--- config.mk ---
export PLATFORM = sky130hd
export DESIGN_NAME = tcr_ctrl
export DESIGN_NICKNAME = d
export VERILOG_FILES = /design/src/design/tcr_pkg.sv /design/src/design/tcr_ctrl.sv
export SDC_FILE = /design/constraint.sdc
export NUM_CORES = 1
export LEC_CHECK = 0
export BUFFER_PORTS_ARGS = -buffer_cell sky130_fd_sc_hd__buf_2
export CAP_MARGIN = 5
export CORE_MARGIN = 10
export CORE_UTILIZATION = 51
export CTS_CLUSTER_DIAMETER = 30
export DETAILED_ROUTE_END_ITERATION = 6
export PLACE_DENSITY_LB_ADDON = 0.05
export SKIP_CTS_REPAIR_TIMING = 1
export SYNTH_ARGS = -nofsm -noshare
export SYNTH_HDL_FRONTEND = slang
export SYNTH_SLANG_ARGS = --single-unit
--- constraint.sdc ---
create_clock -name clk -period 3.4 [get_ports clk]
set_input_delay 0.17 -clock clk [delete_from_list [all_inputs] [get_ports clk]]
set_output_delay 0.17 -clock clk [all_outputs]
set_load 0.005 [all_outputs]
--- src/design/tcr_pkg.sv ---
`default_nettype none

package tcr_pkg;

  // Screen geometry
  localparam int SCREEN_COLS = 80;
  localparam int SCREEN_ROWS = 25;
  localparam int CELL_COUNT  = SCREEN_COLS * SCREEN_ROWS;
  localparam int ADDR_W      = $clog2(CELL_COUNT);
  localparam int CNT_W       = $clog2(CELL_COUNT + 1);

  // Field widths of the command and result items
  localparam int OP_W  = 4;
  localparam int CH_W  = 8;
  localparam int COL_W = 7;
  localparam int ROW_W = 5;
  localparam int VM_W  = 2;

  // Attributes and special characters
  localparam logic [7:0] ATTR_NORMAL  = 8'h07;
  localparam logic [7:0] ATTR_BRIGHT  = 8'h0f;
  localparam logic [7:0] ATTR_REVERSE = 8'h70;
  localparam logic [7:0] ATTR_BLINK   = 8'h87;
  localparam logic [7:0] CH_BLANK     = 8'h20;
  localparam logic [7:0] CH_TILDE     = 8'h7e;
  localparam logic [7:0] CH_NEWLINE   = 8'h0a;
  localparam logic [7:0] CH_BACKSPACE = 8'h08;

  typedef enum logic [OP_W-1:0] {
    OP_PUT       = 4'd0,
    OP_SHOW      = 4'd1,
    OP_HIDE      = 4'd2,
    OP_SET_POS   = 4'd3,
    OP_SET_MODE  = 4'd4,
    OP_CLEAR     = 4'd5,
    OP_CLEAR_EOL = 4'd6,
    OP_GET_POS   = 4'd7,
    OP_GET_CHAR  = 4'd8,
    OP_READ_CELL = 4'd9
  } opcode_t;

  typedef enum logic [2:0] {
    S_CLR,
    S_IDLE,
    S_EXEC,
    S_SCR,
    S_EOL,
    S_REP,
    S_DONE
  } state_t;

  typedef struct packed {
    logic [7:0] ch;
    logic [7:0] attr;
  } cell_t;

  typedef struct packed {
    logic              we;
    logic [ADDR_W-1:0] waddr;
    cell_t             wdata;
    logic              re;
    logic [ADDR_W-1:0] raddr;
  } mem_req_t;

  typedef struct packed {
    logic [OP_W-1:0]  opcode;
    logic [CH_W-1:0]  char_code;
    logic [COL_W-1:0] column;
    logic [ROW_W-1:0] row;
    logic [VM_W-1:0]  video_mode;
  } cmd_t;

  typedef struct packed {
    logic             status;
    logic [ROW_W-1:0] cursor_row;
    logic [COL_W-1:0] cursor_col;
    logic [7:0]       char_out;
    logic [7:0]       attr_out;
  } rsp_t;

  function automatic logic [7:0] mode_attr(input logic [VM_W-1:0] vm);
    logic [7:0] a;
    case (vm)
      2'd0:    a = ATTR_NORMAL;
      2'd1:    a = ATTR_BRIGHT;
      2'd2:    a = ATTR_REVERSE;
      default: a = ATTR_BLINK;
    endcase
    return a;
  endfunction

  function automatic logic [ADDR_W-1:0] cell_addr(input logic [ROW_W-1:0] r,
                                                  input logic [COL_W-1:0] c);
    return ADDR_W'(int'(r) * SCREEN_COLS + int'(c));
  endfunction

endpackage

`default_nettype wire

--- src/design/tcr_ctrl.sv ---
`default_nettype none

module tcr_ctrl (
  input  wire               clk,
  input  wire               rst_n,
  input  wire               in_valid,
  output logic              in_ready,
  input  tcr_pkg::cmd_t     in_cmd,
  output logic              rsp_valid,
  input  wire               rsp_ready,
  output tcr_pkg::rsp_t     rsp,
  output tcr_pkg::mem_req_t mreq,
  input  tcr_pkg::cell_t    rdata
);
  import tcr_pkg::*;

  state_t           state_r, state_nxt;
  cmd_t             cmd_r, cmd_nxt;
  logic [ROW_W-1:0] cur_row_r, cur_row_nxt;
  logic [COL_W-1:0] cur_col_r, cur_col_nxt;
  logic             hidden_r, hidden_nxt;
  logic [VM_W-1:0]  mode_r, mode_nxt;
  logic [CNT_W-1:0] cnt_r, cnt_nxt;
  logic [COL_W-1:0] eol_col_r, eol_col_nxt;
  logic             clr_report_r, clr_report_nxt;
  logic             status_r, status_nxt;
  logic             zero_r, zero_nxt;
  logic             rep_we_r, rep_we_nxt;
  logic [7:0]       rep_attr_r, rep_attr_nxt;
  logic             rep_cell_r, rep_cell_nxt;
  logic             fwd_hit_r, fwd_hit_nxt;
  cell_t            fwd_data_r, fwd_data_nxt;

  logic [ADDR_W-1:0] cur_addr;
  logic [ADDR_W-1:0] rep_addr;
  logic [CNT_W-1:0]  rd_src;
  logic [CNT_W-1:0]  wr_ptr;
  logic              shown;
  logic              printable;
  logic              in_range;
  logic              last_col;
  logic              last_row;
  logic              accept;
  cell_t             blank_cell;
  cell_t             rep_src;

  assign cur_addr   = cell_addr(cur_row_r, cur_col_r);
  assign rep_addr   = rep_cell_r ? cell_addr(cmd_r.row, cmd_r.column) : cur_addr;
  assign rd_src     = cnt_r + CNT_W'(SCREEN_COLS);
  assign wr_ptr     = cnt_r - CNT_W'(1);
  assign shown      = !hidden_r;
  assign printable  = (cmd_r.char_code >= CH_BLANK) && (cmd_r.char_code <= CH_TILDE);
  assign in_range   = (int'(cmd_r.column) < SCREEN_COLS) && (int'(cmd_r.row) < SCREEN_ROWS);
  assign last_col   = (cur_col_r == COL_W'(SCREEN_COLS - 1));
  assign last_row   = (cur_row_r == ROW_W'(SCREEN_ROWS - 1));
  assign blank_cell = '{ch: CH_BLANK, attr: ATTR_NORMAL};

  // Take a command when idle or while handing off the last result
  assign in_ready = (state_r == S_IDLE) || ((state_r == S_DONE) && rsp_ready);
  assign accept   = in_valid && in_ready;

  // Result of the finished command
  assign rsp_valid      = (state_r == S_DONE);
  assign rep_src        = fwd_hit_r ? fwd_data_r : rdata;
  assign rsp.status     = status_r;
  assign rsp.cursor_row = cur_row_r;
  assign rsp.cursor_col = cur_col_r;
  assign rsp.char_out   = zero_r ? 8'h00 : rep_src.ch;
  assign rsp.attr_out   = zero_r ? 8'h00 : rep_src.attr;

  // State registers
  always_ff @(posedge clk) begin
    if (!rst_n) begin
      state_r      <= S_CLR;
      cur_row_r    <= '0;
      cur_col_r    <= '0;
      hidden_r     <= 1'b0;
      mode_r       <= '0;
      cnt_r        <= '0;
      clr_report_r <= 1'b0;
    end else begin
      state_r      <= state_nxt;
      cur_row_r    <= cur_row_nxt;
      cur_col_r    <= cur_col_nxt;
      hidden_r     <= hidden_nxt;
      mode_r       <= mode_nxt;
      cnt_r        <= cnt_nxt;
      clr_report_r <= clr_report_nxt;
    end
  end

  // Command and report registers
  always_ff @(posedge clk) begin
    cmd_r      <= cmd_nxt;
    eol_col_r  <= eol_col_nxt;
    status_r   <= status_nxt;
    zero_r     <= zero_nxt;
    rep_we_r   <= rep_we_nxt;
    rep_attr_r <= rep_attr_nxt;
    rep_cell_r <= rep_cell_nxt;
    fwd_hit_r  <= fwd_hit_nxt;
    fwd_data_r <= fwd_data_nxt;
  end

  // Sequencer
  always_comb begin
    state_nxt      = state_r;
    cmd_nxt        = cmd_r;
    cur_row_nxt    = cur_row_r;
    cur_col_nxt    = cur_col_r;
    hidden_nxt     = hidden_r;
    mode_nxt       = mode_r;
    cnt_nxt        = cnt_r;
    eol_col_nxt    = eol_col_r;
    clr_report_nxt = clr_report_r;
    status_nxt     = status_r;
    zero_nxt       = zero_r;
    rep_we_nxt     = rep_we_r;
    rep_attr_nxt   = rep_attr_r;
    rep_cell_nxt   = rep_cell_r;
    fwd_hit_nxt    = fwd_hit_r;
    fwd_data_nxt   = fwd_data_r;
    mreq           = '0;

    case (state_r)
      // Blank every cell, one per cycle
      S_CLR: begin
        mreq.we    = 1'b1;
        mreq.waddr = cnt_r[ADDR_W-1:0];
        mreq.wdata = blank_cell;
        if (cnt_r == CNT_W'(CELL_COUNT - 1)) begin
          cnt_nxt = '0;
          if (clr_report_r) begin
            clr_report_nxt = 1'b0;
            cur_row_nxt    = '0;
            cur_col_nxt    = '0;
            rep_we_nxt     = 1'b1;
            rep_attr_nxt   = ATTR_REVERSE;
            state_nxt      = S_REP;
          end else begin
            state_nxt = S_IDLE;
          end
        end else begin
          cnt_nxt = cnt_r + CNT_W'(1);
        end
      end

      S_IDLE: begin
        if (accept) begin
          cmd_nxt   = in_cmd;
          state_nxt = S_EXEC;
        end
      end

      // Apply the command to the cursor and its old cell
      S_EXEC: begin
        status_nxt   = 1'b0;
        zero_nxt     = 1'b0;
        rep_we_nxt   = 1'b0;
        rep_attr_nxt = ATTR_REVERSE;
        rep_cell_nxt = 1'b0;
        state_nxt    = S_REP;
        case (cmd_r.opcode)
          OP_PUT: begin
            if (printable) begin
              mreq.we    = 1'b1;
              mreq.waddr = cur_addr;
              mreq.wdata = '{ch: cmd_r.char_code, attr: mode_attr(mode_r)};
              rep_we_nxt = shown;
              if (last_col) begin
                cur_col_nxt = '0;
                if (last_row) begin
                  cnt_nxt   = '0;
                  state_nxt = S_SCR;
                end else begin
                  cur_row_nxt = cur_row_r + ROW_W'(1);
                end
              end else begin
                cur_col_nxt = cur_col_r + COL_W'(1);
              end
            end else if (cmd_r.char_code == CH_NEWLINE) begin
              mreq.we     = shown;
              mreq.waddr  = cur_addr;
              mreq.wdata  = blank_cell;
              rep_we_nxt  = shown;
              cur_col_nxt = '0;
              if (last_row) begin
                cnt_nxt   = '0;
                state_nxt = S_SCR;
              end else begin
                cur_row_nxt = cur_row_r + ROW_W'(1);
              end
            end else if ((cmd_r.char_code == CH_BACKSPACE) &&
                         ((cur_row_r != '0) || (cur_col_r != '0))) begin
              mreq.we    = shown;
              mreq.waddr = cur_addr;
              mreq.wdata = blank_cell;
              rep_we_nxt = shown;
              if (cur_col_r == '0) begin
                cur_col_nxt = COL_W'(SCREEN_COLS - 1);
                cur_row_nxt = cur_row_r - ROW_W'(1);
              end else begin
                cur_col_nxt = cur_col_r - COL_W'(1);
              end
            end
          end
          OP_SHOW: begin
            hidden_nxt = 1'b0;
            rep_we_nxt = 1'b1;
          end
          OP_HIDE: begin
            hidden_nxt   = 1'b1;
            rep_we_nxt   = 1'b1;
            rep_attr_nxt = ATTR_NORMAL;
          end
          OP_SET_POS: begin
            if (in_range) begin
              cur_row_nxt = cmd_r.row;
              cur_col_nxt = cmd_r.column;
              rep_we_nxt  = shown;
            end else begin
              status_nxt = 1'b1;
            end
          end
          OP_SET_MODE: begin
            mode_nxt = cmd_r.video_mode;
          end
          OP_CLEAR: begin
            cnt_nxt        = '0;
            clr_report_nxt = 1'b1;
            state_nxt      = S_CLR;
          end
          OP_CLEAR_EOL: begin
            eol_col_nxt = cur_col_r;
            state_nxt   = S_EOL;
          end
          OP_READ_CELL: begin
            if (in_range) begin
              rep_cell_nxt = 1'b1;
            end else begin
              status_nxt = 1'b1;
              zero_nxt   = 1'b1;
            end
          end
          default: begin
          end
        endcase
      end

      // Move each row up one: read one row ahead, write the cell read last cycle
      S_SCR: begin
        if (cnt_r < CNT_W'(CELL_COUNT - SCREEN_COLS)) begin
          mreq.re    = 1'b1;
          mreq.raddr = rd_src[ADDR_W-1:0];
        end
        if (cnt_r != '0) begin
          mreq.we    = 1'b1;
          mreq.waddr = wr_ptr[ADDR_W-1:0];
          mreq.wdata = (wr_ptr < CNT_W'(CELL_COUNT - SCREEN_COLS)) ? rdata : blank_cell;
        end
        if (cnt_r == CNT_W'(CELL_COUNT)) begin
          cnt_nxt   = '0;
          state_nxt = S_REP;
        end else begin
          cnt_nxt = cnt_r + CNT_W'(1);
        end
      end

      // Blank from the cursor to the row end
      S_EOL: begin
        mreq.we    = 1'b1;
        mreq.waddr = cell_addr(cur_row_r, eol_col_r);
        mreq.wdata = blank_cell;
        if (eol_col_r == COL_W'(SCREEN_COLS - 1)) begin
          state_nxt = S_REP;
        end else begin
          eol_col_nxt = eol_col_r + COL_W'(1);
        end
      end

      // Draw or erase the cursor cell and read the reported cell, forward on a hit
      S_REP: begin
        mreq.we      = rep_we_r;
        mreq.waddr   = cur_addr;
        mreq.wdata   = '{ch: CH_BLANK, attr: rep_attr_r};
        mreq.re      = 1'b1;
        mreq.raddr   = rep_addr;
        fwd_hit_nxt  = rep_we_r && (rep_addr == cur_addr);
        fwd_data_nxt = '{ch: CH_BLANK, attr: rep_attr_r};
        state_nxt    = S_DONE;
      end

      // Hold the result until it is taken
      S_DONE: begin
        if (rsp_ready) begin
          if (accept) begin
            cmd_nxt   = in_cmd;
            state_nxt = S_EXEC;
          end else begin
            state_nxt = S_IDLE;
          end
        end
      end

      default: begin
        state_nxt = S_IDLE;
      end
    endcase
  end

  // Checks
  a_cursor_range: assert property (@(posedge clk) disable iff (!rst_n)
    (int'(cur_row_r) < SCREEN_ROWS) && (int'(cur_col_r) < SCREEN_COLS))
    else $error("cursor left the screen");

  a_write_range: assert property (@(posedge clk) disable iff (!rst_n)
    mreq.we |-> (int'(mreq.waddr) < CELL_COUNT))
    else $error("cell write beyond the screen");

  a_accept_exec: assert property (@(posedge clk) disable iff (!rst_n)
    accept |=> (state_r == S_EXEC))
    else $error("accepted command not executed");

  a_busy_no_accept: assert property (@(posedge clk) disable iff (!rst_n)
    ((state_r == S_CLR) || (state_r == S_SCR) || (state_r == S_EOL)) |-> !in_ready)
    else $error("command taken during a cell pass");

  a_rsp_hold: assert property (@(posedge clk) disable iff (!rst_n)
    (rsp_valid && !rsp_ready) |=> (rsp_valid && $stable(rsp)))
    else $error("stalled result changed");

endmodule

`default_nettype wire

After elaboration in Yosys (flattened, before gate mapping). Index checks and enable logic that the tools add are counted.

Input bits: 46. Logic and storage cells: 191. Bits in registers: 84. Output and inout port bits: 71.

Multiply operators: 2. Muxes and demuxes: 80. Equal/unequal tests: 39. Reduce and logical (&&, ||, !) cells: 33. $lt $le $gt $ge: 6. Add/subtract/negate cells: 11.

Operator list (count): 2-to-1 mux 28 bit (5); one-hot mux 28 bit (5 select lines) (1); 2-to-1 mux 11 bit (7); 2-to-1 mux 7 bit (11); 2-to-1 mux 26 bit (2); one-hot mux 26 bit (2 select lines) (1); 2-to-1 mux 5 bit (9); one-hot mux 7 bit (2 select lines) (3); one-hot mux 11 bit (3 select lines) (1); 2-to-1 mux 16 bit (2); 2-to-1 mux 8 bit (4); 2-to-1 mux 3 bit (10); one-hot mux 12 bit (2 select lines) (1); one-hot mux 8 bit (3 select lines) (1); adder 11 x 7 -> 11 bit (2); equality test 11 bit, second input constant (2); < comparator 11 bit, second input constant (2); one-hot mux 11 bit (2 select lines) (1); one-hot mux 3 bit (7 select lines) (1); one-hot mux 5 bit (2 select lines) (2); equality test 8 x 4 -> 1 bit, second input constant (2); one-hot mux 8 bit (2 select lines) (1); adder 7 x 1 -> 7 bit, second input constant (2); equality test 7 bit, second input constant (2); 54 further kinds (96).

Longest topological paths before layout.
Depth after elaboration: 8. Mapped depth: 10. Depth with buffers taken out: 10.

Least setup slack after synthesis. OpenSTA, ideal clock, no wires.

Kind: flip-flop to flip-flop. Start point: register cmd_r[3] (netlist bit). End point: register fwd_hit_r (data pin). Slack: 484 ps. Path buffers: 0. Cell stages (with the launch flop): 11. Setup time: 167 ps. Data required time: 3233 ps. Period minus slack after synthesis: 2916 ps. Data arrival time: 2749 ps. Cell sequence: edfxtp_1 ha_1 ha_1 inv_1 fa_1 nand2b_1 or4_1 a21oi_1 nor2_1 a211o_1 a211oi_1.

Cells in the longest elaborated chain, start to end: 5.

Ends and longest elaborated chain: start, declared (line tcr_ctrl.sv:18) `cmd_t cmd_r, cmd_nxt;`; start signal, assigned (line tcr_ctrl.sv:94) `cmd_r <= cmd_nxt;`; multiplier 5 x 3 -> 7 bit (line tcr_pkg.sv:94) `return ADDR_W'(int'(r) * SCREEN_COLS + int'(c));`; adder 11 x 7 -> 11 bit (line tcr_pkg.sv:94); 2-to-1 mux 11 bit (line tcr_ctrl.sv:48) `assign rep_addr = rep_cell_r ? cell_addr(cmd_r.row, cmd_r.column) : cur_addr;`; equality test 11 bit (line tcr_ctrl.sv:288) `fwd_hit_nxt = rep_we_r && (rep_addr == cur_addr);`; logical AND 1 bit (line tcr_ctrl.sv:288); end signal, assigned (line tcr_ctrl.sv:101) `fwd_hit_r <= fwd_hit_nxt;`; end, declared (line tcr_ctrl.sv:31) `logic fwd_hit_r, fwd_hit_nxt;`.

Every way passes these cells. A chain may end at the register's enable or synchronous reset.

==> run metrics <==
First DRT Iteration DRCs ~660; number of standard cells after synthesis roughly 710; post-DR wirelength/cell between 20 and 25 um; Max transition margin between 40% and 50%; number of warnings issued by yosys 0; count of port buffers added during placement 116; FF-to-FF setup slack between 0.2 and 0.3 ns; vias after detailed routing 6187; die outline width 128 um; area share of the largest cell type after synthesis 21.2%; max capacitance violation total 0; commonest non-fill, non-tap cells in the layout sky130_fd_sc_hd__buf_2, sky130_fd_sc_hd__nor2_1, sky130_fd_sc_hd__nand2_1; Pwr Density between 200 and 300 nW/um^2; largest voltage drop on the vdd net 287 uV; Pleak about 3 nW; register bit total from synthesis between 70 and 80; cell type contributing the most total cell area after synthesis sky130_fd_sc_hd__edfxtp_1; area of the multi-input gates 3860 um^2; wire length of the first global-routing pass approximately 31000 um; Vert. Die Dim 128 um; crit path capture type output pin; post-route standard cell area excluding fillers a little over 7000 um^2; CTS H-tree lvls 3; Detail Placement HPWL 15300 um; final-report max-slew violation count 0; # setup viols final 0; number of global-route vias before repair 5869; leftover overflow at the end of global routing 0; area of the core region ~11000 um^2; Post-synth EDFFs 42; clock latency at the later pin of the worst-skew pair ~0.34 ns; largest net degree at the start of global routing 27; Post-synth top flop sky130_fd_sc_hd__edfxtp_1; clock root buffer sky130_fd_sc_hd__clkbuf_16; critical path launch point type flop; Area Overhead vs Synth 20.7%; Via-to-Cell Ratio approximately 6.3; antenna cell count 0; post-route non-filler standard cell count between 900 and 1000; Routed Antenna Nets 0; total internal power between 1.5 and 2 mW; proportion of power drawn by combinational gates 5.3%; final clock period utilization by the worst path 96.6%; kind of critical path reg2out; net count of the mapped netlist 790; data arrival time at the worst-slack endpoint 3.12 ns; largest driver fanout on the critical path 4; Filler Cell Count 1037; initial antenna violation count 0; minimum clock period after layout 3.29 ns; cell total after placement 943; Final Hold Vio Count 0; clock-pin slew reported for the worst setup and hold paths after clock tree synthesis about 0.050 ns; sequential cell area fraction in the yosys report 31.3%; summed negative setup slack over all endpoints 0 ns; footprint of the flip-flops and latches approximately 1900 um^2; Netlist cell types 80; setup slack of the critical path after layout 0.115 ns; path category of the worst min-delay check in2reg; part of the power in the clock network 47.2%; fraction of registers with async set/reset 0%; deepest clock path buffer count 2; Sinks on Clock Net 72; ratio of cells with drive above 1 in the final layout between 20% and 30%; I/O pin cnt 117; global placement routability congestion 0.960; overall fraction of global-route tracks in use 23.4%; Post-Synthesis Mean Instance Area 8.44 um^2; worst clock skew 0.00666 ns; 1st-pass router iterations 6; Site Rows 39; top cells by area, synth sky130_fd_sc_hd__edfxtp_1, sky130_fd_sc_hd__dfxtp_1, sky130_fd_sc_hd__ha_1, sky130_fd_sc_hd__nor2_1, sky130_fd_sc_hd__a21oi_1; Placement Setup Slack 0.188 ns; final net count 913; clock tree from TritonCTS built; total placed instance area 6710 um^2; endpoint required time on the critical path around 3.2 ns; switching fraction of total power between 20% and 30%; measured slew at the worst slew-check pin 0.886 ns; part of the total power dissipated in sequential elements 47.4%; initial cell density of the core a little over half; most frequent standard cell in the layout excluding fill and tap cells sky130_fd_sc_hd__buf_2; detailed-route DRC error count 0; status finished clean; number of buffers created by CTS 9; wire length reported by the detailed router ~20000 um; post-synthesis cell area 5950 um^2; Fmax achieved 0.304 GHz; DIE AREA 16400 um^2; P_sw 422 uW
-- registers in the layout, indices dropped and copies added, names as in the netlist, 2 cells and up --
| register | flops |
|---|---|
| cmd_r | 26 |
| cur_col_r | 7 |
| cnt_r | 11 |
| cur_row_r | 5 |
| fwd_data_r | 2 |
| eol_col_r | 7 |
| rep_attr_r | 2 |
| mode_r | 2 |
| state_r | 3 |
-- metal layers --
| metal | up-vias | track usage [%] | part of all wire (%) |
|---|---|---|---|
| met5 | - | 0 | 0 |
| met4 | 0 | 7.75 | 2.6 |
| met3 | 45 | 6.37 | 8.9 |
| met2 | 337 | 36.9 | 46 |
| met1 | 2932 | 30.3 | 43 |
| li1 | 2873 | - | - |
-- Yosys cell counts (4+ instances only) --
cell type                   number
sky130_fd_sc_hd__nor2_1         65
sky130_fd_sc_hd__nand2_1        60
sky130_fd_sc_hd__a21oi_1        45
sky130_fd_sc_hd__edfxtp_1       42
sky130_fd_sc_hd__clkbuf_1       36
sky130_fd_sc_hd__nand3_1        35
sky130_fd_sc_hd__o21ai_0        35
sky130_fd_sc_hd__ha_1           34
sky130_fd_sc_hd__dfxtp_1        30
sky130_fd_sc_hd__xor2_1         24
sky130_fd_sc_hd__nor3_1         23
sky130_fd_sc_hd__xnor2_1        23
sky130_fd_sc_hd__inv_1          19
sky130_fd_sc_hd__nand2b_1       14
sky130_fd_sc_hd__and2_1         13
sky130_fd_sc_hd__a21o_1         11
sky130_fd_sc_hd__a22o_1         10
sky130_fd_sc_hd__and3_1         10
sky130_fd_sc_hd__a22oi_1         8
sky130_fd_sc_hd__nand4_1         8
sky130_fd_sc_hd__o22ai_1         8
sky130_fd_sc_hd__a211oi_1        6
sky130_fd_sc_hd__a221o_1         6
sky130_fd_sc_hd__mux2i_1         6
sky130_fd_sc_hd__nor2b_1         6
sky130_fd_sc_hd__o2bb2ai_1       6
sky130_fd_sc_hd__a32o_1          5
sky130_fd_sc_hd__fa_1            5
sky130_fd_sc_hd__nand3b_1        5
sky130_fd_sc_hd__nor3b_1         5
sky130_fd_sc_hd__o2111ai_1       5
sky130_fd_sc_hd__o21ai_1         5
sky130_fd_sc_hd__or3_1           5
sky130_fd_sc_hd__a2111o_1        4
sky130_fd_sc_hd__a31oi_1         4
sky130_fd_sc_hd__buf_2           4
sky130_fd_sc_hd__nand4b_1        4
sky130_fd_sc_hd__o211ai_1        4
sky130_fd_sc_hd__o21a_1          4
sky130_fd_sc_hd__or4_1           4
-- final timing paths --
check | start | endpoint | depth (start not counted)
worst min-delay path | in_cmd[22] | cmd_r[22] | 1
worst min register to register | rep_attr_r[5] | fwd_data_r[5] | 0
worst max register to register | cmd_r[5] | fwd_hit_r | 10
worst max-delay path | cmd_r[5] | mreq[10] | 10
-- through the flow --
stage / hold slack, ns / power (mW) / utilization, %
2_1_floorplan: 0.269 / 0.991 / -
3_3_place_gp: 0.347 / 1.03 / 58.8
3_5_place_dp: 0.348 / 1.04 / 58.8
4_1_cts: -0.0110 / 1.96 / 61.2
5_1_grt: -0.000136 / 2.02 / 63.0
6_report: 0.00269 / 1.96 / 63.0
-- critical path, cell delays in order (launching register included) --
cell and delay [ns]:
sky130_fd_sc_hd__edfxtp_1 0.45, sky130_fd_sc_hd__ha_1 0.32, sky130_fd_sc_hd__ha_1 0.23, sky130_fd_sc_hd__inv_1 0.07, sky130_fd_sc_hd__fa_1 0.47, sky130_fd_sc_hd__nor4_2 0.32, sky130_fd_sc_hd__xnor3_1 0.27, sky130_fd_sc_hd__nand2_1 0.12
sky130_fd_sc_hd__a21boi_2 0.23, sky130_fd_sc_hd__o22ai_1 0.12, sky130_fd_sc_hd__buf_2 0.16
-- cell type report --
cell class	count	area share (%)
timing repair buffer	157	12.8
inverter	21	1.10
multi-input combinational	567	53.7
clock inverter	4	0.661
clock buffer	11	3.24
tap	143	2.49
sequential	72	25.9
-- power by group through the flow --
stage | Sequential (mW) | Combinational (mW) | Clock (mW)
2_1_floorplan | 0.942 | 0.0495 | 0
3_3_place_gp | 0.947 | 0.0871 | 0
3_5_place_dp | 0.947 | 0.0894 | 0
4_1_cts | 0.928 | 0.0900 | 0.937
5_1_grt | 0.929 | 0.115 | 0.972
6_report | 0.929 | 0.104 | 0.925
-- kinds of logic (layout without fill, tap and decap cells) --
| family | count (synthesis) | count (layout) | share of synthesized area, % |
|---|---|---|---|
| fa+ha+maj | 39 | 39 | 8.83 |
| xor+xnor | 48 | 48 | 7.29 |
| buf+inv | 66 | 193 | 4.43 |
| simple gates | 276 | 276 | 24.0 |
| mux | 7 | 7 | 1.20 |
| compound gates | 197 | 197 | 22.9 |
| flops | 72 | 72 | 31.3 |
No activity file was read; power rests on OpenSTA's default activity.
